### src/hdl/vfc_pkg.sv
`default_nettype none

package vfc_pkg;

    typedef enum logic [1:0] {
        KIND_WRITE  = 2'd0,
        KIND_ABSENT = 2'd1,
        KIND_MESH   = 2'd2,
        KIND_TEST   = 2'd3
    } kind_t;

    // face directions, plus a code for the tested block itself
    localparam logic [2:0] DIR_LEFT   = 3'd0;
    localparam logic [2:0] DIR_RIGHT  = 3'd1;
    localparam logic [2:0] DIR_BACK   = 3'd2;
    localparam logic [2:0] DIR_FRONT  = 3'd3;
    localparam logic [2:0] DIR_BOTTOM = 3'd4;
    localparam logic [2:0] DIR_TOP    = 3'd5;
    localparam logic [2:0] DIR_SELF   = 3'd6;

    localparam int         FACE_COUNT  = 6;
    localparam logic [16:0] VERTEX_STEP = 17'd4;

    typedef struct packed {
        kind_t       kind;
        logic [3:0]  chunk_index;
        logic [3:0]  pos_x;
        logic [3:0]  pos_y;
        logic [3:0]  pos_z;
        logic [7:0]  block_type;
    } req_t;

    typedef struct packed {
        logic [3:0]  face_x;
        logic [3:0]  face_y;
        logic [3:0]  face_z;
        logic [2:0]  face_dir;
        logic [16:0] vertex_base;
        logic        last_face;
    } face_t;

endpackage

`default_nettype wire

### src/hdl/vfc_nbr.sv
`default_nettype none

module vfc_nbr #(
    parameter int CHUNK_SIDE   = 16,
    parameter int CHUNK_HEIGHT = 16,
    parameter int GRID_SIDE    = 4,
    parameter int REACH        = 16,
    parameter int AW           = 16
) (
    input  logic [3:0]       chunk,
    input  logic [3:0]       x,
    input  logic [3:0]       y,
    input  logic [3:0]       z,
    input  logic [2:0]       dir,
    input  logic [REACH-1:0] present,
    output logic [AW-1:0]    addr,
    output logic             open
);

    import vfc_pkg::*;

    localparam int XW    = $clog2(CHUNK_SIDE);
    localparam int YW    = $clog2(CHUNK_HEIGHT);
    localparam int CHW   = (REACH > 1) ? $clog2(REACH) : 1;
    localparam int CELLS = CHUNK_SIDE * CHUNK_SIDE * CHUNK_HEIGHT;

    logic [XW-1:0] xs, zs, nx, nz;
    logic [YW-1:0] ys, ny;
    logic [4:0]    cw, base, col, nc;
    logic          row_first, row_last, col_first, col_last;
    logic          bound_open, absent;

    always_comb
    begin
        xs = XW'(x);
        ys = YW'(y);
        zs = XW'(z);
        cw = {1'b0, chunk};

        // column part of the chunk slot: start of the row it sits in
        base = '0;
        for (int k = 1; k < GRID_SIDE; k++)
        begin
            if (int'(chunk) >= k * GRID_SIDE)
            begin
                base = 5'(k * GRID_SIDE);
            end
        end
        col       = cw - base;
        row_first = int'(chunk) < GRID_SIDE;
        row_last  = int'(chunk) >= (GRID_SIDE - 1) * GRID_SIDE;
        col_first = (col == 5'd0);
        col_last  = (int'(col) == GRID_SIDE - 1);

        nx         = xs;
        ny         = ys;
        nz         = zs;
        nc         = cw;
        bound_open = 1'b0;

        unique case (dir)
            DIR_LEFT:
            begin
                if (xs == '0)
                begin
                    nx         = XW'(CHUNK_SIDE - 1);
                    nc         = cw - 5'(GRID_SIDE);
                    bound_open = row_first;
                end
                else
                begin
                    nx = xs - 1'b1;
                end
            end
            DIR_RIGHT:
            begin
                if (xs == XW'(CHUNK_SIDE - 1))
                begin
                    nx         = '0;
                    nc         = cw + 5'(GRID_SIDE);
                    bound_open = row_last;
                end
                else
                begin
                    nx = xs + 1'b1;
                end
            end
            DIR_BACK:
            begin
                if (zs == '0)
                begin
                    nz         = XW'(CHUNK_SIDE - 1);
                    nc         = cw - 5'd1;
                    bound_open = col_first;
                end
                else
                begin
                    nz = zs - 1'b1;
                end
            end
            DIR_FRONT:
            begin
                if (zs == XW'(CHUNK_SIDE - 1))
                begin
                    nz         = '0;
                    nc         = cw + 5'd1;
                    bound_open = col_last;
                end
                else
                begin
                    nz = zs + 1'b1;
                end
            end
            DIR_BOTTOM:
            begin
                if (ys == '0)
                begin
                    bound_open = 1'b1;
                end
                else
                begin
                    ny = ys - 1'b1;
                end
            end
            DIR_TOP:
            begin
                if (ys == YW'(CHUNK_HEIGHT - 1))
                begin
                    bound_open = 1'b1;
                end
                else
                begin
                    ny = ys + 1'b1;
                end
            end
            default:
            begin
                // the tested block itself
            end
        endcase

        // slots no write can reach are never present
        if (int'(nc) >= REACH)
        begin
            absent = 1'b1;
        end
        else
        begin
            absent = !present[nc[CHW-1:0]];
        end
        open = bound_open || absent;

        addr = AW'(nc[CHW-1:0]) * AW'(CELLS) + AW'(nx)
             + AW'(CHUNK_SIDE) * (AW'(ny) + AW'(CHUNK_HEIGHT) * AW'(nz));
    end

endmodule

`default_nettype wire

### config.mk
export PLATFORM = sky130hd
export DESIGN_NAME = vfc_nbr
export DESIGN_NICKNAME = d
export VERILOG_FILES = /design/src/hdl/vfc_pkg.sv /design/src/hdl/vfc_nbr.sv
export SDC_FILE = /design/constraint.sdc
export NUM_CORES = 1
export LEC_CHECK = 0
export ABC_CLOCK_PERIOD_IN_PS = 5710
export BUFFER_PORTS_ARGS = -buffer_cell sky130_fd_sc_hd__buf_4
export CORE_MARGIN = 1.5
export CORE_UTILIZATION = 51
export DETAILED_ROUTE_END_ITERATION = 8
export GPL_ROUTABILITY_DRIVEN = 1
export MAX_ROUTING_LAYER = met4
export PLACE_DENSITY = 0.85
export SETUP_SLACK_MARGIN = 0.15
export SLEW_MARGIN = 20
export SYNTH_ARGS = -nofsm -noshare
export SYNTH_HDL_FRONTEND = slang
export SYNTH_SLANG_ARGS = --single-unit
export TNS_END_PERCENT = 30
### constraint.sdc
create_clock -name vclk -period 5.71
set_input_delay 1.713 -clock vclk [all_inputs]
set_output_delay 1.713 -clock vclk [all_outputs]
set_load 0.01 [all_outputs]
== Word level (Yosys, flattened, before mapping) ==
Index checks and enable logic that the tools add are counted.
W data, S select, Z words.

* Magnitude comparators: 6
* Reduce and logical (&&, ||, !) cells: 7
* Add/subtract/negate cells: 14
* Mux-type cells: 27
* Equal/unequal tests: 9

{| class="wikitable"
|+ Operator list
! cell !! count
|-
| $mux W5 || 6
|-
| $mux W4 || 6
|-
| $pmux W4 S2 || 3
|-
| $pmux W5 S4 || 1
|-
| $add A16 B13 Y16 || 1
|-
| $add A16 B4 Y16 || 1
|-
| $add A4 B1 Y4 const B || 3
|-
| $eq A4 B4 Y1 const B || 3
|-
| $logic_not A4 Y1 || 3
|-
| $sub A4 B1 Y4 const B || 3
|-
| $add A4 B8 Y9 || 1
|-
| $ge A4 B4 Y1 const B || 2
|-
| $mux W1 || 8
|-
| $eq A3 B2 Y1 const B || 2
|-
| $eq A3 B3 Y1 const B || 2
|-
| $pmux W1 S6 || 1
|-
| $add A4 B1 Y5 const B || 1
|-
| $add A4 B3 Y5 const B || 1
|-
| $eq A5 B3 Y1 const B || 1
|-
| $ge A5 B5 Y1 const B || 1
|-
| $logic_not A5 Y1 || 1
|-
| $lt A4 B5 Y1 const B || 1
|-
| $sub A4 B1 Y5 const B || 1
|-
| $sub A4 B3 Y5 const B || 1
|-
| 9 further kinds || 9
|}

* Output and inout port bits: 17
* Input bits: 35
* Flip-flop bits (word level): 0
* Word-level logic and storage cells: 63

== Depth between registers and ports, before layout ==
Gate-level depths: netlist of the first run.

* Depth after elaboration: 9
* Depth in mapped cells: 11
* Gate-level depth less buffers: 11

== Least setup slack after synthesis of the first run ==
Ideal clock, no wire load.

* Kind: input to output
* Start point: in z[0]
* End point: out open
* Stages on the path: 8
* Required time: 3.997 ns
* Buffers on the path: 0
* Setup slack: 0.397 ns
* Data arrival time: 3.600 ns
* Cells stage by stage: inv_1 -> ha_1 -> or4b_4 -> a211o_1 -> a22oi_4 -> mux2i_1 -> a22oi_1 -> a31o_1

* Word-level cells in the longest chain between the ends: 8
* Elaborated cells on any way between the ends: 14
* Those cells by class: order compare (1); eq/ne (1); mux (9); reduce/logical (3)

{| class="wikitable"
|+ Ends and longest elaborated chain
! item !! RTL line !! source
|-
| start: declaration || vfc_nbr.sv:13 || <nowiki>input logic [3:0] z,</nowiki>
|-
| $eq A4 B4 Y1 or $logic_not A4 Y1 (tied branches) || vfc_nbr.sv:103, vfc_nbr.sv:90 ||
|-
| $mux W5, on equally long branches || vfc_nbr.sv:103, vfc_nbr.sv:90 ||
|-
| $pmux W5 S4 || vfc_nbr.sv:61 || <nowiki>unique case (dir)</nowiki>
|-
| $bmux W1 S4 || vfc_nbr.sv:149 || <nowiki>absent = !present[nc[CHW-1:0]];</nowiki>
|-
| $mux W1 (implied by the code) || vfc_nbr.sv:149 ||
|-
| $logic_not A1 Y1 || vfc_nbr.sv:149 ||
|-
| $mux W1 || vfc_nbr.sv:143 || <nowiki>if (int'(nc) >= REACH)</nowiki>
|-
| $logic_or A1 B1 Y1 (*) || vfc_nbr.sv:151 || <nowiki>open = bound_open || absent;</nowiki>
|-
| end: declaration || vfc_nbr.sv:17 || <nowiki>output logic open</nowiki>
|}

Mark *: on every way between the ends. The rest lies on a longest branch, timed or not. The select of a mux whose other input is x is not followed.

== Worst setup path in the final report of the first run ==
Ends and elaborated chain as after synthesis.

==> results of run 1 <==
## power by group
| part | internal [W] | total, W | switching [W] |
|---|---|---|---|
| sequential | 0 | 0 | 0 |
| combinational | 0.0000711 | 0.000137 | 0.0000657 |
| clock | 0 | 0 | 0 |
| total | 0.0000711 | 0.000137 | 0.0000657 |
## metal layers
layer / vias to the layer above / part of all wire [%]
met1: 698 / 44
met3: 4 / 2.6
li1: 741 / -
met2: 39 / 52
met4: 0 / 0.66
met5: - / 0
## cell families after synthesis
kind of cell / count (synthesis)
AO/OA/AOI/OAI: 45
adder cells (fa/ha/maj): 14
AND/OR/NAND/NOR: 66
buffers and inverters: 21
multiplexers: 15
XOR/XNOR: 8
## what timing repair did
item,CTS,global route
resized for setup,3,14
endpoints found under the setup margin,1,1
setup buffers,3,4
hold buffers,0,0
pin swaps,7,5
cloned,1,0
## cell usage after synthesis, types with 3 or more instances
cell / number / area, sq um
ha_1: 14 / 175
mux2i_1: 14 / 140
nand2_1: 14 / 52.6
a21oi_1: 12 / 60.1
inv_1: 12 / 45.0
nor2_1: 11 / 41.3
o21ai_0: 11 / 55.1
nand3_1: 10 / 50.1
clkbuf_1: 6 / 22.5
nor3_1: 6 / 30.0
a31oi_1: 4 / 25.0
o22ai_1: 4 / 25.0
xnor2_1: 4 / 35.0
nor4b_1: 3 / 26.3
xor2_1: 3 / 26.3
## worst max-delay path: cells and delay by family
kind	cells	cell delay, ns
AO/OA/AOI/OAI	3	0.64
AND/OR/NAND/NOR	1	0.51
multiplexers	1	0.32
buffers and inverters	3	0.26
XOR/XNOR	1	0.20
adder cells (fa/ha/maj)	1	0.12
## worst paths after layout
check,slack [ns],startpoint,end
max,0.24,z[0],open
min,3.74,y[3],addr[7]
## metrics by stage
stage / std cells / setup WS, ns / utilization (%)
4_1_cts: 246 / 0.155 / 73.7
3_5_place_dp: 242 / 0.0651 / 71.8
2_1_floorplan: 169 / 0.397 / -
6_report: 250 / 0.235 / 78.1
5_1_grt: 250 / 0.139 / 78.1
3_3_place_gp: 242 / 0.138 / 71.8
## final cells by class
cell class | count | area share, %
inverters | 12 | 3.51
well taps | 28 | 2.05
repair buffers | 61 | 28.2
multi-input cells | 149 | 66.3
==> metrics.md, run 1 <==
| Metric | Value |
|---|---|
| Final wirelength | `3.50 mm` |
| Setup TNS | `0 ns` |
| Met1 usage | `32.5%` |
| Post-Synth Adder-Cell Area | `roughly 15%` |
| DRT Pass-1 Iters | `4` |
| Synth Area in Compound Gates | `25.7%` |
| Synth Instances | `around 170` |
| Main combinational cell family by area after synthesis | `simple AND/OR/NAND/NOR gates` |
| Status | `completed` |
| Hold Fails Final Rpt | `0` |
| Multi-input gate area | `1130 sq um` |
| Relative slew slack | `65.1%` |
| Worst-path cell chain | `buf_12, clkinv_8, ha_4, or4b_4, a21oi_4, xnor2_4, mux2_4, o2111ai_1, a31o_1, buf_6` |
| Row count | `17` |
| Worst path slowest cell | `or4b_4` |
| Synthesized net count | `218` |
| Crit share post-route | `95.9%` |
| Fillers | `174` |
| Most frequent cells in the layout | `58 x buf_4, 14 x nand2_1, 14 x mux2i_1` |
| M3 GR Usage | `0%` |
| Crit path max fanout | `8` |
| Placed cell areas | `1570 sq um` |
| Unrepaired setup endpoints after global routing | `yes` |
| Reg area | `0 sq um` |
| Tot Pwr | `~0.00014 W` |
| Final setup viols | `0` |
| VDD IR-drop max | `49.6 uV` |
| Req. time, crit path | `around 4.0 ns` |
| Core area | `2190 sq um` |
| Worst endpoint data arrival time | `roughly 3.8 ns` |
| Io pins | `52` |
| Total GRT Usage | `24.8%` |
| Simple-Gate Fraction of Synth Area | `31.1%` |
| Chip height | `51.1 um` |
| Antenna-violating nets left | `0` |
| Max Freq | `183 MHz` |
| Initial drt markers | `38` |
| Die footprint | `2610 sq um` |
| Slew Limit Fails | `0` |
| Clock buf count | `0` |
| Starting density of the core | `a little over half` |
| Element type at the critical path start | `input port` |
| Post-Synthesis Cell Area | `1180 sq um` |
| Layout cells sized above 1 | `a little over a third` |
| Netlist cell types | `50` |
| Max-cap violation count | `0` |
| Post-synthesis mux area share | `between 10% and 20%` |
| Grt ovf | `0` |
| Buffers added on ports | `52` |
| Final net count | `273` |
| Worst path max stage delay | `0.51 ns` |
| First-pass GRT wire length | `5.19 mm` |
| Commonest non-fill, non-tap cell in the layout | `buf_4` |
| Sequential cells | `0` |
| Post-Synth XOR/XNOR Area | `under 10%` |
| Vias in the first global route | `1203` |
| CP Capture Type | `primary output` |
| Syn avg cell area | `~7 sq um` |
| GRT met2 Usage | `between 40 and 50%` |
| Placer Congestion | `0.822` |
| Power per Cell Area | `between 70 and 80 nW/um^2` |
| Synth warn | `0` |
| Die width | `51.1 um` |
| Worst hold slack | `3.74 ns` |
| Worst-margin pin slew | `approximately 0.52 ns` |
| Via/cell ratio | `between 5 and 6` |
| Wire per inst | `14.0 um` |
| Vias | `1482` |
| Pin count of the biggest net entering global routing | `21` |
| Leak | `between 0.7 and 0.8 nW` |
| Post-synthesis sequential area ratio | `0%` |
| N_diodes | `0` |
| Design area | `1710 sq um` |
| DP Wirelength | `2.55 mm` |
| Area delta synth->final | `45.0%` |
| Hold Path Depth | `3` |
| GRT busiest layer | `met2` |
| Initial antenna violation count | `0` |
| DR DRC count | `0` |
| Type of the worst setup path | `in2out` |
| Final min period | `5.47 ns` |
| Hold Crit Class | `in2out` |
Note: power is estimated with default switching activity, not from simulation.
==> run 2: changes to the inputs <==
Settings changed: CELL_PAD_IN_SITES_DETAIL_PLACEMENT from default to 2, CELL_PAD_IN_SITES_GLOBAL_PLACEMENT from default to 2, CORE_MARGIN 1.5 to default, CORE_UTILIZATION 51 to 26, PLACE_DENSITY 0.85 to default, PLACE_DENSITY_LB_ADDON from default to 0.1, TNS_END_PERCENT 30 to default.
==> metrics.md, run 2 (synthesis results as in run 1) <==
| Metric | Value |
|---|---|
| DP Wirelength | `3.44 mm (was 2.55 mm)` |
| Leak | `0.798 nW (was 0.794 nW)` |
| Design area | `1760 sq um (was 1710 sq um)` |
| Unrepaired setup endpoints after global routing | `yes (unchanged)` |
| Placed cell areas | `1600 sq um (was 1570 sq um)` |
| Row count | `24 (was 17)` |
| VDD IR-drop max | `26.6 uV (was 49.6 uV)` |
| Final wirelength | `4.39 mm (was 3.50 mm)` |
| Crit share post-route | `97.1% (was 95.9%)` |
| Total GRT Usage | `18.2% (was 24.8%)` |
| Hold_sp | `y[3] (unchanged)` |
| Die width | `69.4 um (was 51.1 um)` |
| Worst endpoint data arrival time | `3.83 ns (was 3.76 ns)` |
| Die footprint | `4810 sq um (was 2610 sq um)` |
| Vias in the first global route | `1571 (was 1203)` |
| Hold Fails Final Rpt | `0 (unchanged)` |
| Final min period | `5.55 ns (was 5.47 ns)` |
| Via/cell ratio | `5.41 (was 5.93)` |
| Type of the worst setup path | `in2out (unchanged)` |
| Layout cells sized above 1 | `37.7% (was 36.5%)` |
| Final setup viols | `0 (unchanged)` |
| Commonest non-fill, non-tap cell in the layout | `buf_4 (unchanged)` |
| Hold_buf cts | `0 (unchanged)` |
| Sequential cells | `0 (unchanged)` |
| Pin count of the biggest net entering global routing | `17 (was 21)` |
| Buffers added on ports | `52 (unchanged)` |
| Reg area | `0 sq um (unchanged)` |
| N_diodes | `0 (unchanged)` |
| Io pins | `52 (unchanged)` |
| Power per Cell Area | `80.5 nW/um^2 (was 80.0 nW/um^2)` |
| Final net count | `274 (was 273)` |
| Starting density of the core | `27.1% (was 53.9%)` |
| Clock buf count | `0 (unchanged)` |
| Core area | `4350 sq um (was 2190 sq um)` |
| Worst-margin pin slew | `0.553 ns (was 0.522 ns)` |
| Initial antenna violation count | `0 (unchanged)` |
| DRT Pass-1 Iters | `6 (was 4)` |
| Setup TNS | `0 ns (unchanged)` |
| Wire per inst | `15.9 um (was 14.0 um)` |
| Hold Crit Class | `in2out (unchanged)` |
| Vias | `1489 (was 1482)` |
| Crit path launch | `x[0] (was z[0])` |
| Crit path max fanout | `6 (was 8)` |
| Slew Limit Fails | `0 (unchanged)` |
| Area delta synth->final | `49.1% (was 45.0%)` |
| Req. time, crit path | `4.00 ns (about the same)` |
| Placer Congestion | `0.814 (was 0.822)` |
| Max-cap violation count | `0 (unchanged)` |
| Worst hold slack | `3.73 ns (was 3.74 ns)` |
| DR DRC count | `0 (unchanged)` |
| Max Freq | `180 MHz (was 183 MHz)` |
| First-pass GRT wire length | `7.37 mm (was 5.19 mm)` |
| Element type at the critical path start | `input port (unchanged)` |
| Status | `completed (unchanged)` |
| Relative slew slack | `63.0% (was 65.1%)` |
| Initial drt markers | `45 (was 38)` |
| Most frequent cells in the layout | `59 x buf_4, 14 x nand2_1, 14 x mux2i_1 (was 58 x buf_4, 14 x nand2_1, 14 x mux2i_1)` |
| Chip height | `69.4 um (was 51.1 um)` |
| Antenna-violating nets left | `0 (unchanged)` |
| Grt ovf | `0 (unchanged)` |
| CP Capture Type | `primary output (unchanged)` |
==> run 2: critical path, stage by stage <==
cell	delay, ns
buf_4	0.13
inv_1	0.10
ha_2	0.23
or4b_2	0.63
o22ai_1	0.17
a21oi_1	0.11
o21ai_2	0.14
and2b_2	0.19
a22oi_1	0.06
a31o_1	0.23
buf_6	0.12
==> run 2: path summary, 6_finish.rpt <==
path,endpoint,cells past startpoint
worst max-delay path,open,11
worst min-delay path,addr[7],3
==> run 2: timing repair <==
item                       in CTS  in global routing
pin swaps                       7                  6
gates cloned                    1                  0
resized for setup               5                 16
setup endpoints to repair       1                  1
setup buffers                   3                  5
==> run 2: area by class of cell <==
class / instances / area (sq um)
timing repair buffer: 62 / 489
fill: 526 / 2590
tap: 52 / 65.1
multi-input combinational: 149 / 1140
inverter: 12 / 62.6
==> run 2: stage by stage <==
stage               cells  util [%]   power, W  setup slack, ns
global route          275      40.4   0.000156           0.0452
finish                275      40.4   0.000142            0.163
detailed placement    266      36.8   0.000128           0.0146
floorplan             169         -  0.0000703            0.397
global placement      266      36.8   0.000122           0.0943
CTS                   270      38.2   0.000134            0.151
==> run 2: where the power goes <==
part	total (W)	internal (W)	switching, W
Sequential	0	0	0
Combinational	0.000142	0.0000723	0.0000693
Clock	0	0	0
Total	0.000142	0.0000723	0.0000693
==> run 2: layer usage <==
layer | share of wire (%) | up-vias | wire, um | GRT usage, %
li1 | - | 737 | - | -
met1 | 46 | 719 | 2000 | 23.3
met2 | 52 | 31 | 2260 | 33.2
met3 | 2.5 | 2 | 108 | 0.872
met4 | 0.32 | 0 | 14 | 0.680
met5 | 0 | - | 0 | -
